### config.mk
export PLATFORM = sky130hd
export DESIGN_NAME = integer_to_ascii_formatter_core
export DESIGN_NICKNAME = d
export VERILOG_FILES = /design/src/rtl/itoa_pkg.sv /design/src/rtl/itoa_digit_unit.sv /design/src/rtl/integer_to_ascii_formatter_core.sv
export SDC_FILE = /design/constraint.sdc
export NUM_CORES = 2
export LEC_CHECK = 0
export BUFFER_PORTS_ARGS = -buffer_cell sky130_fd_sc_hd__buf_2
export CAP_MARGIN = 25
export CELL_PAD_IN_SITES_DETAIL_PLACEMENT = 0
export CELL_PAD_IN_SITES_GLOBAL_PLACEMENT = 1
export CORE_MARGIN = 2
export CORE_UTILIZATION = 32
export DETAILED_ROUTE_END_ITERATION = 7
export MAX_ROUTING_LAYER = met4
export PLACE_DENSITY = 0.53
export SLEW_MARGIN = 20
export SYNTH_ARGS = -nofsm -noshare
export SYNTH_HDL_FRONTEND = slang
export SYNTH_SLANG_ARGS = --single-unit
### constraint.sdc
create_clock -name i_clk -period 8.2 [get_ports i_clk]
set_input_delay 0.41 -clock i_clk [delete_from_list [all_inputs] [get_ports i_clk]]
set_output_delay 0.41 -clock i_clk [all_outputs]
set_load 0.01 [all_outputs]
### src/rtl/itoa_pkg.sv
`timescale 1ns / 1ps

package itoa_pkg;

    // pointer form prints the low PTR_W bits of the value
    localparam int PTR_W      = 64;
    localparam int PTR_DIGITS = (PTR_W + 3) / 4;
    localparam int DEC_DIGITS = 10;
    localparam int DIG_N      = (PTR_DIGITS > DEC_DIGITS) ? PTR_DIGITS : DEC_DIGITS;
    localparam int IDX_W      = $clog2(DIG_N);
    localparam int CNT_W      = $clog2(DIG_N + 1);
    localparam int TOTAL_W    = 31;

    localparam logic [63:0] PTR_MASK = 64'hFFFF_FFFF_FFFF_FFFF >> (64 - PTR_W);

    // ceil(2^35 / 10); floor(v * RECIP10 / 2^35) == v / 10 for any 32-bit v
    localparam logic [31:0] RECIP10  = 32'hCCCC_CCCD;
    localparam int          RECIP_SH = 35;
    localparam int          QUOT_W   = 64 - RECIP_SH;

    localparam logic [2:0] CMD_SDEC = 3'd0;
    localparam logic [2:0] CMD_UDEC = 3'd1;
    localparam logic [2:0] CMD_HEXL = 3'd2;
    localparam logic [2:0] CMD_HEXU = 3'd3;
    localparam logic [2:0] CMD_PTR  = 3'd4;

    localparam logic [7:0] CH_ZERO  = 8'h30;
    localparam logic [7:0] CH_X     = 8'h78;
    localparam logic [7:0] CH_MINUS = 8'h2D;
    localparam logic [7:0] CH_LOWA  = 8'h61;
    localparam logic [7:0] CH_UPA   = 8'h41;

    typedef struct packed {
        logic        start;
        logic        hex;
        logic [63:0] value;
    } t_dig_req;

    typedef struct packed {
        logic             busy;
        logic [CNT_W-1:0] count;
    } t_dig_stat;

    function automatic logic [7:0] digit_char(input logic [3:0] d, input logic upper);
        logic [7:0] base;
        base = upper ? CH_UPA : CH_LOWA;
        if (d < 4'd10) begin
            return CH_ZERO + {4'b0000, d};
        end
        return base + {4'b0000, d - 4'd10};
    endfunction

endpackage

### src/rtl/itoa_digit_unit.sv
`timescale 1ns / 1ps

module itoa_digit_unit
    import itoa_pkg::*;
(
    input  logic             i_clk,
    input  logic             i_rst_n,
    input  t_dig_req         i_req,
    input  logic [IDX_W-1:0] i_rd_idx,
    output t_dig_stat        o_stat,
    output logic [3:0]       o_rd_digit
);

    localparam logic [1:0] DS_IDLE = 2'd0;
    localparam logic [1:0] DS_MUL  = 2'd1;
    localparam logic [1:0] DS_DIV  = 2'd2;
    localparam logic [1:0] DS_HEX  = 2'd3;

    logic [1:0]        r_state, n_state;
    logic [63:0]       r_val, n_val;
    logic [63:0]       r_prod, n_prod;
    logic [CNT_W-1:0]  r_cnt, n_cnt;
    logic [3:0]        r_buf [DIG_N];
    logic              wr_en;
    logic [3:0]        wr_digit;

    logic [QUOT_W-1:0] quot;
    logic [3:0]        q10_lo;
    logic [3:0]        rem;
    logic [63:0]       val_sh;

    assign quot   = r_prod[63:RECIP_SH];
    // remainder < 10, so the low nibble of v - 10q is enough
    assign q10_lo = {quot[0], 3'b000} + {quot[2:0], 1'b0};
    assign rem    = r_val[3:0] - q10_lo;
    assign val_sh = r_val >> 4;

    always_comb begin
        n_state  = r_state;
        n_val    = r_val;
        n_prod   = r_prod;
        n_cnt    = r_cnt;
        wr_en    = 1'b0;
        wr_digit = rem;
        unique case (r_state)
            DS_IDLE: begin
                if (i_req.start) begin
                    n_val   = i_req.value;
                    n_cnt   = '0;
                    n_state = i_req.hex ? DS_HEX : DS_MUL;
                end
            end
            DS_MUL: begin
                n_prod  = 64'(r_val[31:0]) * 64'(RECIP10);
                n_state = DS_DIV;
            end
            DS_DIV: begin
                wr_en    = 1'b1;
                wr_digit = rem;
                n_val    = 64'(quot);
                n_cnt    = r_cnt + 1'b1;
                n_state  = (quot == '0) ? DS_IDLE : DS_MUL;
            end
            DS_HEX: begin
                wr_en    = 1'b1;
                wr_digit = r_val[3:0];
                n_val    = val_sh;
                n_cnt    = r_cnt + 1'b1;
                n_state  = (val_sh == '0) ? DS_IDLE : DS_HEX;
            end
        endcase
    end

    always_ff @(posedge i_clk) begin
        if (!i_rst_n) begin
            r_state <= DS_IDLE;
            r_cnt   <= '0;
        end else begin
            r_state <= n_state;
            r_cnt   <= n_cnt;
        end
        r_val  <= n_val;
        r_prod <= n_prod;
        if (wr_en) begin
            r_buf[r_cnt[IDX_W-1:0]] <= wr_digit;
        end
    end

    assign o_stat.busy  = (r_state != DS_IDLE);
    assign o_stat.count = r_cnt;
    assign o_rd_digit   = r_buf[i_rd_idx];

endmodule

### src/rtl/integer_to_ascii_formatter_core.sv
`timescale 1ns / 1ps

// integer to ascii formatter
// input channel (i_valid / o_ready): one item = command + 64-bit value. o_ready is
// high only while the block is idle; an item with an unknown command is dropped.
// output channel (o_valid / i_ready): one item per character, most significant
// first, o_last on the final one, o_chars_emitted = saturating running total.
// timing: digits are peeled off by one shared unit before any character goes out.
// decimal alternates a registered reciprocal multiply and a remainder step per
// digit, hex and pointer shift off one nibble per digit. after that, the first
// character is loaded into the output register, then one character per cycle
// goes out while i_ready is high.
// a stalled receiver simply holds the current character in the output
// register; nothing is lost and the next item waits.
// reset clears the sequencer, the output valid and the running total.
module integer_to_ascii_formatter_core
    import itoa_pkg::*;
(
    input  logic               i_clk,
    input  logic               i_rst_n,
    input  logic               i_valid,
    output logic               o_ready,
    input  logic [2:0]         i_command,
    input  logic [63:0]        i_value,
    output logic               o_valid,
    input  logic               i_ready,
    output logic [7:0]         o_character,
    output logic               o_last,
    output logic [TOTAL_W-1:0] o_chars_emitted
);

    localparam logic [1:0] ST_IDLE    = 2'd0;
    localparam logic [1:0] ST_EXTRACT = 2'd1;
    localparam logic [1:0] ST_EMIT    = 2'd2;

    logic [1:0]         r_state, n_state;
    logic               r_out_valid, n_out_valid;
    logic [7:0]         r_char, n_char;
    logic               r_last, n_last;
    logic [TOTAL_W-1:0] r_total, n_total;
    logic [1:0]         r_pre, n_pre;
    logic               r_ptr, n_ptr;
    logic               r_upper, n_upper;
    logic [IDX_W-1:0]   r_idx, n_idx;

    t_dig_req           dig_req;
    t_dig_stat          dig_stat;
    logic [IDX_W-1:0]   cur_idx;
    logic [3:0]         rd_digit;

    logic               in_acc, out_acc, load, cmd_ok, neg;
    logic [31:0]        low, mag;

    itoa_digit_unit u_digit (
        .i_clk      (i_clk),
        .i_rst_n    (i_rst_n),
        .i_req      (dig_req),
        .i_rd_idx   (cur_idx),
        .o_stat     (dig_stat),
        .o_rd_digit (rd_digit)
    );

    assign o_ready = (r_state == ST_IDLE);
    assign in_acc  = i_valid && o_ready;
    assign out_acc = r_out_valid && i_ready;
    assign cmd_ok  = (i_command == CMD_SDEC) || (i_command == CMD_UDEC) ||
                     (i_command == CMD_HEXL) || (i_command == CMD_HEXU) ||
                     (i_command == CMD_PTR);
    assign low     = i_value[31:0];
    assign neg     = (i_command == CMD_SDEC) && low[31];
    assign mag     = neg ? (~low + 32'd1) : low;

    always_comb begin
        dig_req.start = in_acc && cmd_ok;
        dig_req.hex   = (i_command == CMD_HEXL) || (i_command == CMD_HEXU) ||
                        (i_command == CMD_PTR);
        dig_req.value = (i_command == CMD_PTR) ? (i_value & PTR_MASK) : 64'(mag);
    end

    // first digit index comes straight from the unit's count on the load cycle
    assign cur_idx = (r_state == ST_EXTRACT) ? IDX_W'(dig_stat.count - 1'b1) : r_idx;

    assign load = ((r_state == ST_EXTRACT) && !dig_stat.busy) ||
                  ((r_state == ST_EMIT) && out_acc && !r_last);

    always_comb begin
        n_state     = r_state;
        n_out_valid = r_out_valid;
        n_char      = r_char;
        n_last      = r_last;
        n_total     = r_total;
        n_pre       = r_pre;
        n_ptr       = r_ptr;
        n_upper     = r_upper;
        n_idx       = cur_idx;

        unique case (r_state)
            ST_IDLE: begin
                if (in_acc && cmd_ok) begin
                    n_state = ST_EXTRACT;
                    n_ptr   = (i_command == CMD_PTR);
                    n_upper = (i_command == CMD_HEXU);
                    n_pre   = (i_command == CMD_PTR) ? 2'd2 : (neg ? 2'd1 : 2'd0);
                end
            end
            ST_EXTRACT: begin
                if (load) begin
                    n_state = ST_EMIT;
                end
            end
            ST_EMIT: begin
                if (out_acc && r_last) begin
                    n_state     = ST_IDLE;
                    n_out_valid = 1'b0;
                end
            end
            default: begin
                n_state = ST_IDLE;
            end
        endcase

        if (load) begin
            n_out_valid = 1'b1;
            n_total     = (r_total == '1) ? r_total : r_total + 1'b1;
            if (r_pre != 2'd0) begin
                n_char = r_ptr ? ((r_pre == 2'd2) ? CH_ZERO : CH_X) : CH_MINUS;
                n_last = 1'b0;
                n_pre  = r_pre - 2'd1;
            end else begin
                n_char = digit_char(rd_digit, r_upper);
                n_last = (cur_idx == '0);
                n_idx  = cur_idx - 1'b1;
            end
        end
    end

    always_ff @(posedge i_clk) begin
        if (!i_rst_n) begin
            r_state     <= ST_IDLE;
            r_out_valid <= 1'b0;
            r_total     <= '0;
            r_pre       <= 2'd0;
        end else begin
            r_state     <= n_state;
            r_out_valid <= n_out_valid;
            r_total     <= n_total;
            r_pre       <= n_pre;
        end
        r_char  <= n_char;
        r_last  <= n_last;
        r_ptr   <= n_ptr;
        r_upper <= n_upper;
        r_idx   <= n_idx;
    end

    assign o_valid         = r_out_valid;
    assign o_character     = r_char;
    assign o_last          = r_last;
    assign o_chars_emitted = r_total;

    // no new item while characters of the previous one are pending
    a_no_overlap: assert property (@(posedge i_clk) disable iff (!i_rst_n)
        o_ready |-> !o_valid)
        else $error("input ready while a character is pending");

    // a run continues until its last character is taken
    a_run_continues: assert property (@(posedge i_clk) disable iff (!i_rst_n)
        o_valid && i_ready && !o_last |=> o_valid)
        else $error("character run broke off before last");

    // taking the last character frees the block
    a_free_after_last: assert property (@(posedge i_clk) disable iff (!i_rst_n)
        o_valid && i_ready && o_last |=> o_ready)
        else $error("block not ready after last character");

    // running total never goes backwards
    a_total_mono: assert property (@(posedge i_clk) disable iff (!i_rst_n)
        $past(i_rst_n) |-> o_chars_emitted >= $past(o_chars_emitted))
        else $error("character total decreased");

endmodule
---- Word level (Yosys, flattened, before mapping) ----
Memory sizes are Yosys's and may differ from the RTL's.
Index checks and enable logic that the tools add are counted.
cells by class
  $add $sub $neg .......................... 11
  multipliers ............................. 1
  $lt $le $gt $ge ......................... 1
  equality and inequality tests ........... 15
  multiplexer cells ....................... 40
  bitwise logic cells ..................... 2
  reductions and logical operators ........ 36
operators with widths
  operator                                             number
  case mux 64 bit (3 select lines)                     1
  2-to-1 mux 64 bit                                    2
  logical NOT 64 bit                                   1
  multiplier 32 x 32 -> 64 bit, second input constant  1
  adder 32 x 1 -> 32 bit, second input constant        1
  2-to-1 mux 32 bit                                    1
  inverter 32 bit                                      1
  adder 31 x 1 -> 31 bit, second input constant        1
  == test 31 bit, second input constant                1
  logical NOT 29 bit                                   1
  2-to-1 mux 8 bit                                     3
  2-to-1 mux 2 bit                                     11
  2-to-1 mux 4 bit                                     4
  2-to-1 mux 7 bit                                     2
  2-to-1 mux 1 bit                                     11
  case mux 5 bit (2 select lines)                      1
  AND reduction 2 bit                                  5
  nonzero test 2 bit                                   5
  adder 7 x 4 -> 8 bit                                 1
  == test 2 bit, second input constant                 4
  logical AND 1 bit                                    8
  case mux 2 bit (4 select lines)                      1
  subtractor 4 x 1 -> 4 bit, second input constant     2
  adder 6 x 4 -> 7 bit, first input constant           1
  other kinds (24)                                     36
word-level totals
  flip-flop bits (word level) ............. 186
  RAM bits ................................ 64
  input bits .............................. 71
  output and inout bits ................... 42
  memories ................................ 1
memories
  name           words  width  read ports  clocked after Yosys merged registers in  wr ports  line                   text
  u_digit.r_buf  16     4      1           0                                        1         itoa_digit_unit.sv:23  logic [3:0] r_buf [DIG_N];

---- Depth between registers and ports, before layout ----
  depth in word-level cells ............... 10
  depth in mapped cells ................... 27
  gate-level depth less buffers ........... 26

---- Modules after synthesis ----
Synthesis repeated with hierarchy kept, for this count alone.
unflattened totals
  cells, all modules ...................... 2739
  area total of the unflattened synthesis .. 27679.0 um2
modules (own cells, without submodules)
  module                           instances  cells an instance  area an instance (um2)  sequential area each (um2)
  itoa_digit_unit                  1          2298               24255.8                 4854.7
  integer_to_ascii_formatter_core  1          441                3423.3                  1101.1

---- Worst setup path before layout ----
Ideal clock, no wire load.
  kind .................................... register to register
  start point ............................. register u_digit.r_val[17]
  end point ............................... register u_digit.r_prod[63] (data pin)
  library setup time ...................... 0.260 ns
  data arrival time ....................... 6.646 ns
  data required time ...................... 7.940 ns
  slack ................................... 1.294 ns
  stages on the path, launching flop included .. 23
  path buffers ............................ 0
  clock period less this slack ............ 6.906 ns
  cells stage by stage .................... edfxtp_1 ha_1 inv_1 fa_1 inv_1 fa_1 inv_1 fa_1 inv_1 fa_1 fa_1 fa_1 fa_1 ha_1 nand4_2 or4_4 nor4_2 a21bo_1 o211ai_2 a31oi_2 o2111ai_2 a31o_1 xnor2_1
between the ends
  word-level cells in the longest chain between the ends .. 1
ends and longest elaborated chain
  what                          line                   text
  start: declaration            itoa_digit_unit.sv:20  logic [63:0] r_val, n_val;
  start signal: assignment      itoa_digit_unit.sv:82  r_val <= n_val;
  multiplier 32 x 32 -> 64 bit  itoa_digit_unit.sv:54  n_prod = 64'(r_val[31:0]) * 64'(RECIP10);
  end signal: assignment        itoa_digit_unit.sv:83  r_prod <= n_prod;
  end: declaration              itoa_digit_unit.sv:21  logic [63:0] r_prod, n_prod;
No other way between the ends.
A chain may end at the register's enable or synchronous reset.

---- Worst setup path after layout ----
  start point ............................. register u_digit.r_val[16]
  end point ............................... register u_digit.r_prod[63] (data pin)
Same word-level chain as after synthesis.

==> results.md <==
Outcome:
- The flow ran to the end, and the final reports show no timing, DRC or antenna violations.

CTS:
- After clock tree synthesis, the clock-pin slew on the worst setup and hold paths is 0.07 ns.
- The number of buffers on the longest clock path is 3.
- Clock tree synthesis selected as its root buffer the cell clkbuf_16.
- In this run the number of H-tree levels came out at 1.
- The TritonCTS clock tree is yes.
- Counting the buffers created by CTS gives 26.
- The number of clock sinks seen by CTS is 213.
- For the worst-skew pair, the clock arrives at the later sink with an insertion delay of 0.59 ns.
- The number of buffers added to fix hold violations after cts is 0.

STA:
- The worst setup skew after layout is 0.0526 ns.
- Derived from the worst setup path, the maximum achievable clock frequency is 128 MHz.
- The routed design could run at a clock period as short as 7.78 ns.
- Setup repair after global routing could not meet its margin everywhere.
- The count of pins over their slew limit is 0.
- Setup slack closes at 0.418 ns.
- The normalized max-slew margin is 0.391.
- For the pin with the worst max-slew slack, the measured transition is 0.914 ns.
- The number of endpoints failing setup at the final stage is 0.
- The number of hold violations in the final report is 0.
- The period utilization is 0.949.

Critical path:
- The setup path with the least slack is of type flop to flop.
- The depth of the most critical reg-to-reg path is 22.
- The critical-path cell with the highest stage delay is or4_4.
- For the worst setup path, the data arrival time is 8.10 ns.
- The largest fanout on the critical path is 7.
- The data required time at the worst endpoint is 8.52 ns.
- The cell occurring most often along the worst timing path is fa_1.
- On the critical path the largest part of the delay comes from adder cells.
- STA classifies the critical path startpoint as a flop.
- The endpoint kind of the worst setup timing path is a flop.
- Traced cell by cell, the critical path runs through ha_1, inv_1, fa_1, inv_1, fa_1, inv_1, fa_1, inv_1, fa_1, fa_1, fa_1, fa_1, ha_1, nand4_2, or4_4, nor4_2, a21bo_1, o211ai_2, a31oi_2, o2111ai_2, a31o_1, xnor2_1.
- The buffers plus inverters on the worst setup path is 4.
- The number of cells on the critical path is 22.
- The peak per-stage delay on the critical path is 0.59 ns.

Finish:
- In the final layout, the multi-input gates occupy 18,500 sq um.
- The area taken by flip-flops and latches is 5940 sq um.
- The net total in the final layout is 3,550.
- The area growth from synthesis to layout is 12.8%.
- The share of post-route cells with drive strength above 1 is 0.112.
- Counting the fill cells in the layout gives 8,347.

Worst hold path:
- Along the worst hold path, the cell count comes to 2.
- The min-delay analysis places its worst path in the category input pin to flop.

Placed design:
- The global placement routability congestion is 0.967.
- The detailed placement HPWL is 76,800 um.
- The count of port buffers added during placement is 111.
- Prior to clock tree synthesis, the placed netlist has a worst setup slack of -0.127 ns.

Die:
- The starting density of the core is 0.322.
- The floorplan step defined a die boundary enclosing 86,300 sq um.
- The die is 294 um tall.
- After floorplanning, the core was divided into 106 placement rows.
- The width of the chip is 294 um.
- The core area is 83,400 sq um.
- In this run the count of I/O pins placed on the die edge is 113.

Logic synthesis:
- Yosys mapped the design onto 83 distinct sky130hd cell types.
- The total of flip-flops plus latches after synthesis is 213.
- The count of flip-flops with a built-in enable after synthesis is 167.
- The cell count after synthesis is 2,537.
- Averaged over all synthesized cells, the footprint is 10.6 sq um.
- Counting flops with an async set or reset pin after synthesis yields a share of 0.
- The post-synthesis net count is 3,365.
- For this run, the leading register cell type out of synthesis is edfxtp_1.
- The part of the Yosys area used for sequential elements is 0.221.
- Yosys printed 0 warnings.
- The cell area after technology mapping is 26,900 sq um.

Global routing:
- Global routing finished with a remaining overflow of 0.
- The first global-routing pass estimated 135,000 um of wire.
- The via count of the first global-routing pass was 20,578.
- The number of antenna violations at the first check in global routing is 1.
- For this run, the total global-route usage over all layers was measured as 0.218.
- Entering global routing, the biggest net connects 65 pins.

Detailed routing:
- After detailed routing, the number of vias per cell comes to 4.84.
- The first TritonRoute pass finished after 5 iterations.
- The via count of the routed design is 18,485.
- The number of design rule violations left after detail routing is 0.
- The detail-routed net length per standard cell is 23.1 um.
- The count of nets left with antenna violations once routing finished came out at 0.
- The number of DRC markers in iteration 0 is 1,070.
- The routed design has 88,400 um of wire.

Run:
- The number of max-capacitance violations reported is 0.
==> routing by layer <==
metal	part of all wire	global-route usage
met4	0.017	0.0305
met1	0.45	0.290
met3	0.041	0.0241
met5	0	-
met2	0.49	0.369
==> what timing repair did <==
action | in CTS | in global routing
pin swaps | 0 | 1
setup buffers | 0 | 15
resized for setup | 2 | 11
setup endpoints to repair | 3 | 4
==> worst reg2reg max path, cell delays in order, from the launching register on <==
cell       delay [ns]
edfxtp_1         0.53
ha_1             0.49
inv_1            0.17
fa_1             0.58
inv_1            0.07
fa_1             0.51
inv_1            0.05
fa_1             0.51
inv_1            0.06
fa_1             0.56
fa_1             0.43
fa_1             0.51
fa_1             0.42
ha_1             0.39
nand4_2          0.16
or4_4            0.59
nor4_2           0.18
a21bo_1          0.23
o211ai_2         0.22
a31oi_2          0.34
o2111ai_2        0.16
a31o_1           0.25
xnor2_1          0.12
==> cell usage in the layout (no fill, tap or decap), drive strengths merged, types with 12 or more instances in the layout <==
cell	synthesis	final
and2	36	36
clkbuf	36	29
and3	12	12
o21ai	51	51
fa	386	386
a22o	28	28
xnor2	66	66
nor2	116	116
nor3	25	25
edfxtp	167	167
a21oi	116	116
xor2	79	79
mux4	16	16
nand2b	13	13
dfxtp	46	46
mux2i	43	43
nand4	20	20
inv	597	599
a21o	36	36
nand3	31	31
nand2	94	94
ha	371	371
buf	12	205
nor4	17	17
==> cell type report <==
type,instances,area share
multi-input cells,1678,0.612
flip-flops and latches,213,0.196
inverters,598,0.0741
well taps,1080,0.0446
repair buffers,205,0.0416
clock buffers,29,0.0228
clock inverters,18,0.00888
diodes,1,0.0000826
==> per-stage QoR <==
stage	setup TNS, ns	cell area [sq um]	utilization	cells	hold slack, ns
after floorplan	0	26900	-	2537	0.493
after global placement	-0.0585	29200	0.349	3758	0.472
after detailed placement	-0.239	29200	0.350	3759	0.507
after CTS	0	30100	0.361	3806	0.0816
after global routing	-0.0128	30300	0.363	3822	0.106
final	0	30300	0.363	3822	0.114
==> state kept, by name (all words and copies together), names as in the netlist <==
signal / cells
r_pre: 2
u_digit.r_prod: 29
r_state: 2
r_ptr: 1
o_valid: 1
u_digit.r_val: 64
o_last: 1
o_character: 7
r_idx: 4
u_digit.r_state: 2
r_upper: 1
o_chars_emitted: 31
u_digit.r_buf: 64
u_digit.r_cnt: 4
==> cells in the mapped netlist (all sizes together), types with 3 or more instances <==
library cell	count	area share
inv	597	0.083
fa	386	0.29
ha	371	0.17
edfxtp	167	0.19
a21oi	116	0.022
nor2	116	0.016
nand2	94	0.013
xor2	79	0.026
xnor2	66	0.022
o21ai	51	0.0096
dfxtp	46	0.034
mux2i	43	0.016
a21o	36	0.010
and2	36	0.0084
clkbuf	36	0.0050
nand3	31	0.0058
a22o	28	0.0091
nor3	25	0.0047
nand4	20	0.0049
nor4	17	0.0042
mux4	16	0.013
nand2b	13	0.0030
and3	12	0.0028
buf	12	0.0033
o31ai	10	0.0028
o211ai	9	0.0027
a211oi	8	0.0022
nor2b	8	0.0019
o21bai	8	0.0022
a31oi	7	0.0019
or3	5	0.0012
a221oi	4	0.0013
mux2	4	0.0017
nand3b	4	0.0011
nor3b	4	0.0011
nor4b	4	0.0013
o21a	4	0.0011
a22oi	3	0.00084
a311oi	3	0.00098
and4	3	0.00098
o2111ai	3	0.0012
or2	3	0.00070
==> logic make-up (layout without fill, tap and decap cells) <==
logic type | Yosys count | count (layout) | synth area share
flops | 213 | 213 | 0.221
simple gates | 402 | 402 | 0.0738
other cells | 1 | 2 | 0.000140
compound gates | 310 | 310 | 0.0746
xor+xnor | 145 | 145 | 0.0473
buf+inv | 646 | 850 | 0.0918
fa+ha+maj | 757 | 757 | 0.460
mux | 63 | 63 | 0.0311
==> final timing paths <==
path / start / endpoint / slack, ns
max: u_digit.r_val[16]$_DFFE_PP_ / u_digit.r_prod[63]$_DFFE_PP_ / 0.42
min: i_value[60] / u_digit.r_val[60]$_DFFE_PP_ / 0.11
max reg2reg: u_digit.r_val[16]$_DFFE_PP_ / u_digit.r_prod[63]$_DFFE_PP_ / 0.42
min reg2reg: o_valid$_SDFFE_PN0P_ / o_valid$_SDFFE_PN0P_ / 0.52
Power is left out: the tool's default activity adds up to more than one toggle a clock period on the data nets, which glitch-free logic cannot reach.
